<file path="src/nwom_pkg.sv">
// ============================================================================
// nwom_pkg
// Types, constants and calendar helpers for the nth weekday of month block.
// ============================================================================
package nwom_pkg;

    localparam int EPOCH_YEAR   = 1850;
    localparam int DAYS_LEAP    = 366;
    localparam int DAYS_COMMON  = 365;
    localparam int CENTURY      = 100;
    localparam int QUAD_CENTURY = 400;

    localparam int YEAR_W  = 12;
    localparam int MONTH_W = 4;
    localparam int WEEK_W  = 3;
    localparam int WDAY_W  = 3;
    localparam int DAY_W   = 5;
    localparam int CFG_W   = 4;

    // days from 0000-01-01 to the epoch, mod 7
    localparam int EPOCH_MOD = (DAYS_COMMON * EPOCH_YEAR + (EPOCH_YEAR + 3) / 4
                               - (EPOCH_YEAR + CENTURY - 1) / CENTURY
                               + (EPOCH_YEAR + QUAD_CENTURY - 1) / QUAD_CENTURY) % 7;
    // epoch is a Tuesday (1 in Monday-zero count); fold that into the start value
    localparam logic [2:0] DOW_INIT    = 3'((7 - EPOCH_MOD + 1) % 7);
    localparam logic [2:0] STEP_LEAP   = 3'(DAYS_LEAP % 7);
    localparam logic [2:0] STEP_COMMON = 3'(DAYS_COMMON % 7);

    localparam logic [MONTH_W-1:0] MONTH_FEB = 4'd2;
    localparam logic [MONTH_W-1:0] MONTH_DEC = 4'd12;

    localparam logic [DAY_W-1:0] MONTH_LEN [12] = '{
        5'd31, 5'd29, 5'd31, 5'd30, 5'd31, 5'd30,
        5'd31, 5'd31, 5'd30, 5'd31, 5'd30, 5'd31
    };

    typedef logic [1:0] cfg_idx_t;
    localparam cfg_idx_t CFG_TARGET_MONTH   = 2'd0;
    localparam cfg_idx_t CFG_WEEK_NUMBER    = 2'd1;
    localparam cfg_idx_t CFG_TARGET_WEEKDAY = 2'd2;

    typedef enum logic [1:0] {
        ST_IDLE,
        ST_YEARS,
        ST_MONTHS,
        ST_FINISH
    } state_t;

    typedef struct packed {
        logic start;
        logic year_step;
        logic month_step;
        logic load_out;
    } ctrl_cmd_t;

    typedef struct packed {
        logic cfg_ok;
        logic year_done;
        logic month_done;
    } dp_status_t;

    // length of month m; 0 for a month code outside 1..12
    function automatic logic [DAY_W-1:0] month_days(input logic [MONTH_W-1:0] m,
                                                    input logic lp);
        logic [DAY_W-1:0] d;
        d = '0;
        if (m != 4'd0 && m <= MONTH_DEC)
        begin
            d = MONTH_LEN[m - 4'd1];
        end
        if (m == MONTH_FEB && !lp)
        begin
            d = 5'd28;
        end
        return d;
    endfunction

    // month length mod 7: lengths are 28..31
    function automatic logic [2:0] month_mod7(input logic [MONTH_W-1:0] m,
                                              input logic lp);
        logic [DAY_W-1:0] d;
        d = month_days(m, lp);
        return (d >= 5'd28) ? 3'(d - 5'd28) : 3'd0;
    endfunction

endpackage

</file>
<file path="src/nwom_ctrl.sv">
// ============================================================================
// nwom_ctrl
// Sequencer: accept a year, walk the years, walk the months, hand off result.
// ============================================================================
module nwom_ctrl
(
    input  logic                clk,
    input  logic                rst_n,
    input  logic                s_tvalid,
    output logic                s_tready,
    output logic                m_tvalid,
    input  logic                m_tready,
    input  nwom_pkg::dp_status_t status,
    output nwom_pkg::ctrl_cmd_t  cmd
);
    import nwom_pkg::*;

    state_t state_reg;
    state_t state_next;
    logic   out_valid_reg;
    logic   out_valid_next;
    logic   out_free;

    assign out_free = !out_valid_reg || m_tready;

    always_comb
    begin
        state_next = state_reg;
        case (state_reg)
            ST_IDLE:
            begin
                if (s_tvalid)
                begin
                    state_next = status.cfg_ok ? ST_YEARS : ST_FINISH;
                end
            end
            ST_YEARS:
            begin
                if (status.year_done)
                begin
                    state_next = ST_MONTHS;
                end
            end
            ST_MONTHS:
            begin
                if (status.month_done)
                begin
                    state_next = ST_FINISH;
                end
            end
            ST_FINISH:
            begin
                if (out_free)
                begin
                    state_next = ST_IDLE;
                end
            end
            default:
            begin
                state_next = ST_IDLE;
            end
        endcase
    end

    always_comb
    begin
        cmd      = '0;
        s_tready = 1'b0;
        case (state_reg)
            ST_IDLE:
            begin
                s_tready  = 1'b1;
                cmd.start = s_tvalid;
            end
            ST_YEARS:
            begin
                cmd.year_step = !status.year_done;
            end
            ST_MONTHS:
            begin
                cmd.month_step = !status.month_done;
            end
            ST_FINISH:
            begin
                cmd.load_out = out_free;
            end
            default:
            begin
                cmd = '0;
            end
        endcase
    end

    always_comb
    begin
        out_valid_next = out_valid_reg;
        if (cmd.load_out)
        begin
            out_valid_next = 1'b1;
        end
        else if (m_tready)
        begin
            out_valid_next = 1'b0;
        end
    end

    always_ff @(posedge clk or negedge rst_n)
    begin
        if (!rst_n)
        begin
            state_reg     <= ST_IDLE;
            out_valid_reg <= 1'b0;
        end
        else
        begin
            state_reg     <= state_next;
            out_valid_reg <= out_valid_next;
        end
    end

    assign m_tvalid = out_valid_reg;

endmodule

</file>
<file path="src/nwom_dp.sv">
// ============================================================================
// nwom_dp
// Config registers, year/month weekday accumulator and result register.
// ============================================================================
module nwom_dp
(
    input  logic                                   clk,
    input  logic                                   rst_n,
    input  logic                                   cfg_we,
    input  nwom_pkg::cfg_idx_t                     cfg_index,
    input  logic [nwom_pkg::CFG_W-1:0]             cfg_data,
    input  logic [nwom_pkg::YEAR_W-1:0]            year_in,
    input  nwom_pkg::ctrl_cmd_t                    cmd,
    output nwom_pkg::dp_status_t                   status,
    output logic [nwom_pkg::YEAR_W-1:0]            year_out,
    output logic                                   found,
    output logic [nwom_pkg::DAY_W-1:0]             day_of_month
);
    import nwom_pkg::*;

    logic [MONTH_W-1:0] target_month_reg;
    logic [WEEK_W-1:0]  week_number_reg;
    logic [WDAY_W-1:0]  target_weekday_reg;

    logic [YEAR_W-1:0]  year_reg;
    logic [YEAR_W-1:0]  cnt_reg;
    logic [1:0]         c4_reg;
    logic [6:0]         c100_reg;
    logic [8:0]         c400_reg;
    logic [2:0]         dow_reg;
    logic [MONTH_W-1:0] mon_reg;
    logic [2:0]         dow_next;

    logic [YEAR_W-1:0]  out_year_reg;
    logic               out_found_reg;
    logic [DAY_W-1:0]   out_day_reg;

    logic               leap;
    logic [3:0]         dow_sum;
    logic [3:0]         fsum;
    logic [2:0]         first;
    logic [WEEK_W-1:0]  wm1;
    logic [5:0]         cand;
    logic [DAY_W-1:0]   mdays;
    logic               hit;

    // configuration, reset to month 1, first occurrence, Monday
    always_ff @(posedge clk or negedge rst_n)
    begin
        if (!rst_n)
        begin
            target_month_reg   <= 4'd1;
            week_number_reg    <= 3'd1;
            target_weekday_reg <= 3'd1;
        end
        else if (cfg_we)
        begin
            case (cfg_index)
                CFG_TARGET_MONTH:   target_month_reg   <= cfg_data;
                CFG_WEEK_NUMBER:    week_number_reg    <= cfg_data[WEEK_W-1:0];
                CFG_TARGET_WEEKDAY: target_weekday_reg <= cfg_data[WDAY_W-1:0];
                default:            ;
            endcase
        end
    end

    // leap rule applied to the year held in cnt_reg
    assign leap = (c400_reg == 9'd0) || (c4_reg == 2'd0 && c100_reg != 7'd0);

    always_comb
    begin
        dow_sum = '0;
        if (cmd.month_step)
        begin
            dow_sum = {1'b0, dow_reg} + {1'b0, month_mod7(mon_reg, leap)};
        end
        else
        begin
            dow_sum = {1'b0, dow_reg} + {1'b0, (leap ? STEP_LEAP : STEP_COMMON)};
        end
        dow_next = (dow_sum >= 4'd7) ? 3'(dow_sum - 4'd7) : dow_sum[2:0];
    end

    always_ff @(posedge clk)
    begin
        if (cmd.start)
        begin
            year_reg <= year_in;
            cnt_reg  <= '0;
            c4_reg   <= '0;
            c100_reg <= '0;
            c400_reg <= '0;
            dow_reg  <= DOW_INIT;
            mon_reg  <= 4'd1;
        end
        else if (cmd.year_step)
        begin
            cnt_reg  <= cnt_reg + 12'd1;
            c4_reg   <= c4_reg + 2'd1;
            c100_reg <= (c100_reg == 7'(CENTURY - 1)) ? 7'd0 : c100_reg + 7'd1;
            c400_reg <= (c400_reg == 9'(QUAD_CENTURY - 1)) ? 9'd0 : c400_reg + 9'd1;
            dow_reg  <= dow_next;
        end
        else if (cmd.month_step)
        begin
            mon_reg <= mon_reg + 4'd1;
            dow_reg <= dow_next;
        end
    end

    assign status.cfg_ok     = (target_month_reg != 4'd0) && (target_month_reg <= MONTH_DEC)
                               && (week_number_reg != 3'd0) && (target_weekday_reg != 3'd0);
    assign status.year_done  = (cnt_reg == year_reg);
    assign status.month_done = (mon_reg == target_month_reg);

    // offset of the first wanted weekday from the 1st, then the nth occurrence
    always_comb
    begin
        fsum  = {1'b0, target_weekday_reg} + 4'd6 - {1'b0, dow_reg};
        first = (fsum >= 4'd7) ? 3'(fsum - 4'd7) : fsum[2:0];
        wm1   = week_number_reg - 3'd1;
        cand  = 6'd1 + {3'b0, first} + ({3'b0, wm1} * 6'd7);
        mdays = month_days(target_month_reg, leap);
        hit   = status.cfg_ok && (cand <= {1'b0, mdays});
    end

    always_ff @(posedge clk)
    begin
        if (cmd.load_out)
        begin
            out_year_reg  <= year_reg;
            out_found_reg <= hit;
            out_day_reg   <= hit ? cand[DAY_W-1:0] : '0;
        end
    end

    assign year_out     = out_year_reg;
    assign found        = out_found_reg;
    assign day_of_month = out_day_reg;

endmodule

</file>
<file path="src/nth_weekday_of_month.sv">
// The year walk steps the datapath accumulator one calendar year per cycle, then the month
//   walk steps it to the target month; both walks are skipped when month is 0 or above 12,
//   or week or weekday is 0. A new year is taken only in idle, once the last result has
//   been loaded into the output register.
// The result sits in an output register, so a new year is taken while it waits.
// Reset (rst_n low, async): no item in flight, m_tvalid low, all three settings 1.
// ============================================================================
// nth_weekday_of_month
// Day of month of the nth given weekday in the configured month of a year.
// ============================================================================
module nth_weekday_of_month
(
    input  logic        clk,
    input  logic        rst_n,
    // input stream
    input  logic        s_tvalid,
    output logic        s_tready,
    input  logic [15:0] s_tdata,   // [11:0] year, [15:12] zero
    // result stream
    output logic        m_tvalid,
    input  logic        m_tready,
    output logic [23:0] m_tdata,   // [11:0] year_out, [16:12] day_of_month, [23:17] zero
    output logic        m_tuser,   // [0] found
    // configuration writes
    input  logic        cfg_valid,
    output logic        cfg_ready,
    input  logic [1:0]  cfg_index, // 0 target_month, 1 week_number, 2 target_weekday
    input  logic [3:0]  cfg_data
);
    import nwom_pkg::*;

    ctrl_cmd_t        cmd;
    dp_status_t       status;
    logic [YEAR_W-1:0] year_out;
    logic              found;
    logic [DAY_W-1:0]  day_of_month;

    // config registers accept a write every cycle
    assign cfg_ready = 1'b1;

    nwom_ctrl u_ctrl
    (
        .clk      (clk),
        .rst_n    (rst_n),
        .s_tvalid (s_tvalid),
        .s_tready (s_tready),
        .m_tvalid (m_tvalid),
        .m_tready (m_tready),
        .status   (status),
        .cmd      (cmd)
    );

    nwom_dp u_dp
    (
        .clk          (clk),
        .rst_n        (rst_n),
        .cfg_we       (cfg_valid),
        .cfg_index    (cfg_index),
        .cfg_data     (cfg_data),
        .year_in      (s_tdata[YEAR_W-1:0]),
        .cmd          (cmd),
        .status       (status),
        .year_out     (year_out),
        .found        (found),
        .day_of_month (day_of_month)
    );

    assign m_tdata = {7'd0, day_of_month, year_out};
    assign m_tuser = found;

endmodule

</file>
<file path="config.mk">
export PLATFORM = sky130hd
export DESIGN_NAME = nth_weekday_of_month
export DESIGN_NICKNAME = d
export VERILOG_FILES = /design/src/nwom_pkg.sv /design/src/nwom_ctrl.sv /design/src/nwom_dp.sv /design/src/nth_weekday_of_month.sv
export SDC_FILE = /design/constraint.sdc
export NUM_CORES = 1
export LEC_CHECK = 0
export BUFFER_PORTS_ARGS = -buffer_cell sky130_fd_sc_hd__clkbuf_2
export CAP_MARGIN = 20
export CORE_MARGIN = 2
export CORE_UTILIZATION = 63
export DETAILED_ROUTE_END_ITERATION = 8
export PLACE_DENSITY_LB_ADDON = 0.05
export SYNTH_ARGS = -nofsm -noshare
export SYNTH_HDL_FRONTEND = slang
export SYNTH_SLANG_ARGS = --single-unit
</file>
<file path="constraint.sdc">
create_clock -name clk -period 12.4 [get_ports clk]
set_input_delay 0.62 -clock clk [delete_from_list [all_inputs] [get_ports clk]]
set_output_delay 0.62 -clock clk [all_outputs]
set_load 0.005 [all_outputs]
</file>
==> implementation parameters <==
Parameter                              Value

Timing
  Period minus WS final ... 5.24 ns
  RSZ-0062 raised after global routing ... no
  Total setup violations reported at the end of the flow ... 0
  Transition time at the pin with the least slew margin ... 0.784 ns
  Period utilization ... 42.3%
  Final Slew Violations ... 0
  Rel. slew slack ... 47.7%
  Worst clock skew ... 0.0133 ns
  Summed negative setup slack over all endpoints ... 0 ns
  Final hold violation count ... 0
  Max Clock Freq ... 191 MHz

Clock network
  TritonCTS clock tree ... yes
  Clk Latency, worst-skew pair ... 0.36 ns
  Total CTS buffers ... 9
  # Post-CTS Setup Buffers ... 0
  Number of hold buffers added after cts ... 0
  H-tree depth reported by CTS ... 3
  Count of instances resized after the clock tree is built ... 0
  Clock-pin slew on the worst setup and hold paths ... 0.09 ns
  Clock Tree Root ... clkbuf_8
  Clock Path Buffers ... 2
  Number of sinks handled by clock tree synthesis ... 80

Detailed routing
  Highest metal layer with signal wires ... met4
  Routed met2 length ... 3960 microns
  Detailed-route wire length per cell ... 14.0 microns
  Routed Antenna Nets ... 0
  Detailed Routing Iterations Pass 1 ... 4
  Detailed router's first-iteration violation count ... 111
  Total wirelength of the detailed-routed design ... 8300 microns
  Met1 Wirelength ... 3910 microns
  Total number of vias ... 3380
  Number of vias per cell after detailed routing ... 5.69
  Met3 routed wirelength ... 296 microns
  Final routed DRC violation total ... 0

Worst setup path
  Element type at the critical path end ... flip-flop
  Data arrival time of the critical path ... 5.47 ns
  Crit path max-delay family ... adder cells
  Cell type of the slowest stage on the worst timing path ... dfstp_2
  Levels on crit path ... 23
  Critical setup path kind ... flip-flop to flip-flop
  Beginning of the worst register-to-register path ... u_dp.target_weekday_reg[0]
  Startpoint class of the critical path ... flip-flop
  FF-to-FF path depth ... 23
  End of the worst register-to-register path ... u_dp.day_of_month[4]
  Largest fanout on the critical path ... 4
  Required arrival time at the worst endpoint ... 12.63 ns
  Critical path buffers and inverters ... 5
  Ordered cell list for the critical path ... inv_1 > ha_1 > inv_1 > ha_1 > inv_1 > fa_1 > inv_1 > a21oi_1 > mux2_2 > ha_1 > xnor2_1 > fa_1 > ha_1 > a21o_1 > a21oi_1 > xnor2_1 > ha_1 > and3_1 > o21a_1 > o31ai_1 > o211ai_1 > inv_1 > and2_1
  Register-to-Register Setup Slack ... 7.16 ns
  Slowest cell delay on critical path ... 0.53 ns

GRT
  Overflow left after global routing ... 0
  Via count of the first global-routing pass ... 2996
  Largest net degree at the start of global routing ... 70
  Total GRT Usage ... 21.9%
  Number of antenna violations at the first check in global routing ... 0
  Global-route wire length before repair ... 13700 microns

Place
  Estimated wirelength of the detail-placed design ... 6180 microns
  IO Port Bufs ... 42
  Post-place instance area ... 0.00484 sq mm
  Routability-driven placement congestion ratio ... 0.836
  # placed instances ... 578

Yosys
  Share of the yosys chip area belonging to registers ... 42.7%
  Post-Syn Area per Cell ... 10.3 sq um
  Netlist area before placement ... 0.00461 sq mm
  Library cells used by synthesis ... 60
  Async set-or-reset flop fraction in the synthesized netlist ... 16.3%
  Yosys warning total ... 0
  Register bit total from synthesis ... 80
  Dominant register cell in the synthesized netlist ... dfxtp_1
  Number of enable-type register cells in the synthesized netlist ... 30
  Instance count of the mapped netlist ... 448

Floorplan
  Core Area ... 0.00718 sq mm
  Num rows ... 31
  IO Pins ... 55
  Chip Height ... 89.6 microns
  Die Span X ... 89.6 microns
  Effective utilization at floorplan ... 64.3%
  Die footprint ... 0.00802 sq mm

Layout
  Number of standard cells in the layout, taps in and fillers out ... 594
  Antenna diode count ... 0
  Total number of nets in the final design ... 561
  Share of cells above drive strength 1 ... 16.4%
  Syn-to-layout area delta ... 9.41%
  Non-Filler Cell Area, Final ... 0.00505 sq mm

Outcome
  Status ... completed

Worst hold path
  Hold Path Class ... input port to async pin

Run
  Number of maximum-capacitance violations ... 0
## layer usage
layer  GRT usage [%]  vias up
met2            35.6       64
met3            3.97       13
li1                -     1695
met5               0        -
met4            8.01        0
met1            29.3     1608
## logic make-up after synthesis
| logic type | Yosys count | synth area share (%) |
|---|---|---|
| flip-flops | 80 | 42.7 |
| XOR/XNOR | 28 | 5.32 |
| adder cells (fa/ha/maj) | 44 | 12.8 |
| AO/OA/AOI/OAI | 98 | 13.9 |
| other | 2 | 0.163 |
| AND/OR/NAND/NOR | 118 | 14.6 |
| multiplexers | 16 | 3.77 |
| buffers and inverters | 62 | 6.75 |
## cells in the final DEF (no fill, tap or decap), drive strengths merged, types with 3 or more instances in the layout
cell type   n
mux2i       5
nor2b       5
inv        44
nand3b      3
edfxtp     30
xnor2      19
and2        7
nor2       13
a21oi      35
dfxtp      37
conb        9
nand2b      4
dfstp       3
nand4       8
or4        11
clkbuf     51
o22ai       3
mux2       11
dfrtp      10
nor3        4
o21a        4
nand3      15
o31ai      14
ha         39
buf         3
a21o        3
o21ai      18
and3        4
fa          5
xor2        9
o41ai       4
nand2      23
or3        12
## worst max-delay path by stage
stage / to / slack (ns) / start
after global routing: u_dp.day_of_month[4] / 6.82 / u_dp.target_weekday_reg[0]
after global placement: u_dp.day_of_month[1] / 7.32 / u_dp.target_weekday_reg[0]
after floorplan: u_dp.day_of_month[3] / 7.62 / u_dp.target_weekday_reg[0]
final: u_dp.day_of_month[4] / 7.16 / u_dp.target_weekday_reg[0]
after detailed placement: u_dp.day_of_month[4] / 7.12 / u_dp.target_weekday_reg[0]
after CTS: u_dp.day_of_month[4] / 7.12 / u_dp.target_weekday_reg[0]
## stage by stage
stage	setup WS [ns]	util, %	hold WS (ns)
2_1_floorplan	7.62	-	0.324
3_3_place_gp	7.32	67.4	0.457
3_5_place_dp	7.12	67.4	0.469
4_1_cts	7.12	70.3	0.151
5_1_grt	6.82	70.3	0.163
6_report	7.16	70.3	0.141
## layout make-up
class | count | area [sq um]
well taps | 99 | 124
repair buffers | 45 | 233
clock inverters | 7 | 85.1
flip-flops and latches | 80 | 1970
clock buffers | 9 | 124
multi-input cells | 313 | 2360
fillers | 561 | 2130
inverters | 41 | 154
## Yosys cell counts, types with 9 or more instances
| library cell | count | area [sq um] |
|---|---|---|
| o21ai_0 | 13 | 65.1 |
| ha_1 | 39 | 488 |
| nand3_1 | 15 | 75.1 |
| mux2_2 | 11 | 124 |
| edfxtp_1 | 30 | 901 |
| or3_1 | 12 | 75.1 |
| a21oi_1 | 35 | 175 |
| nor2_1 | 13 | 48.8 |
| xor2_1 | 9 | 78.8 |
| dfrtp_1 | 10 | 250 |
| xnor2_1 | 19 | 166 |
| inv_1 | 40 | 150 |
| dfxtp_1 | 37 | 741 |
| nand2_1 | 23 | 86.3 |
| buf_4 | 10 | 75.1 |
| or4_1 | 11 | 82.6 |
| o31ai_1 | 13 | 97.6 |
Power is left out: the tool's default activity adds up to more than one toggle a clock period on the data nets, which glitch-free logic cannot reach.
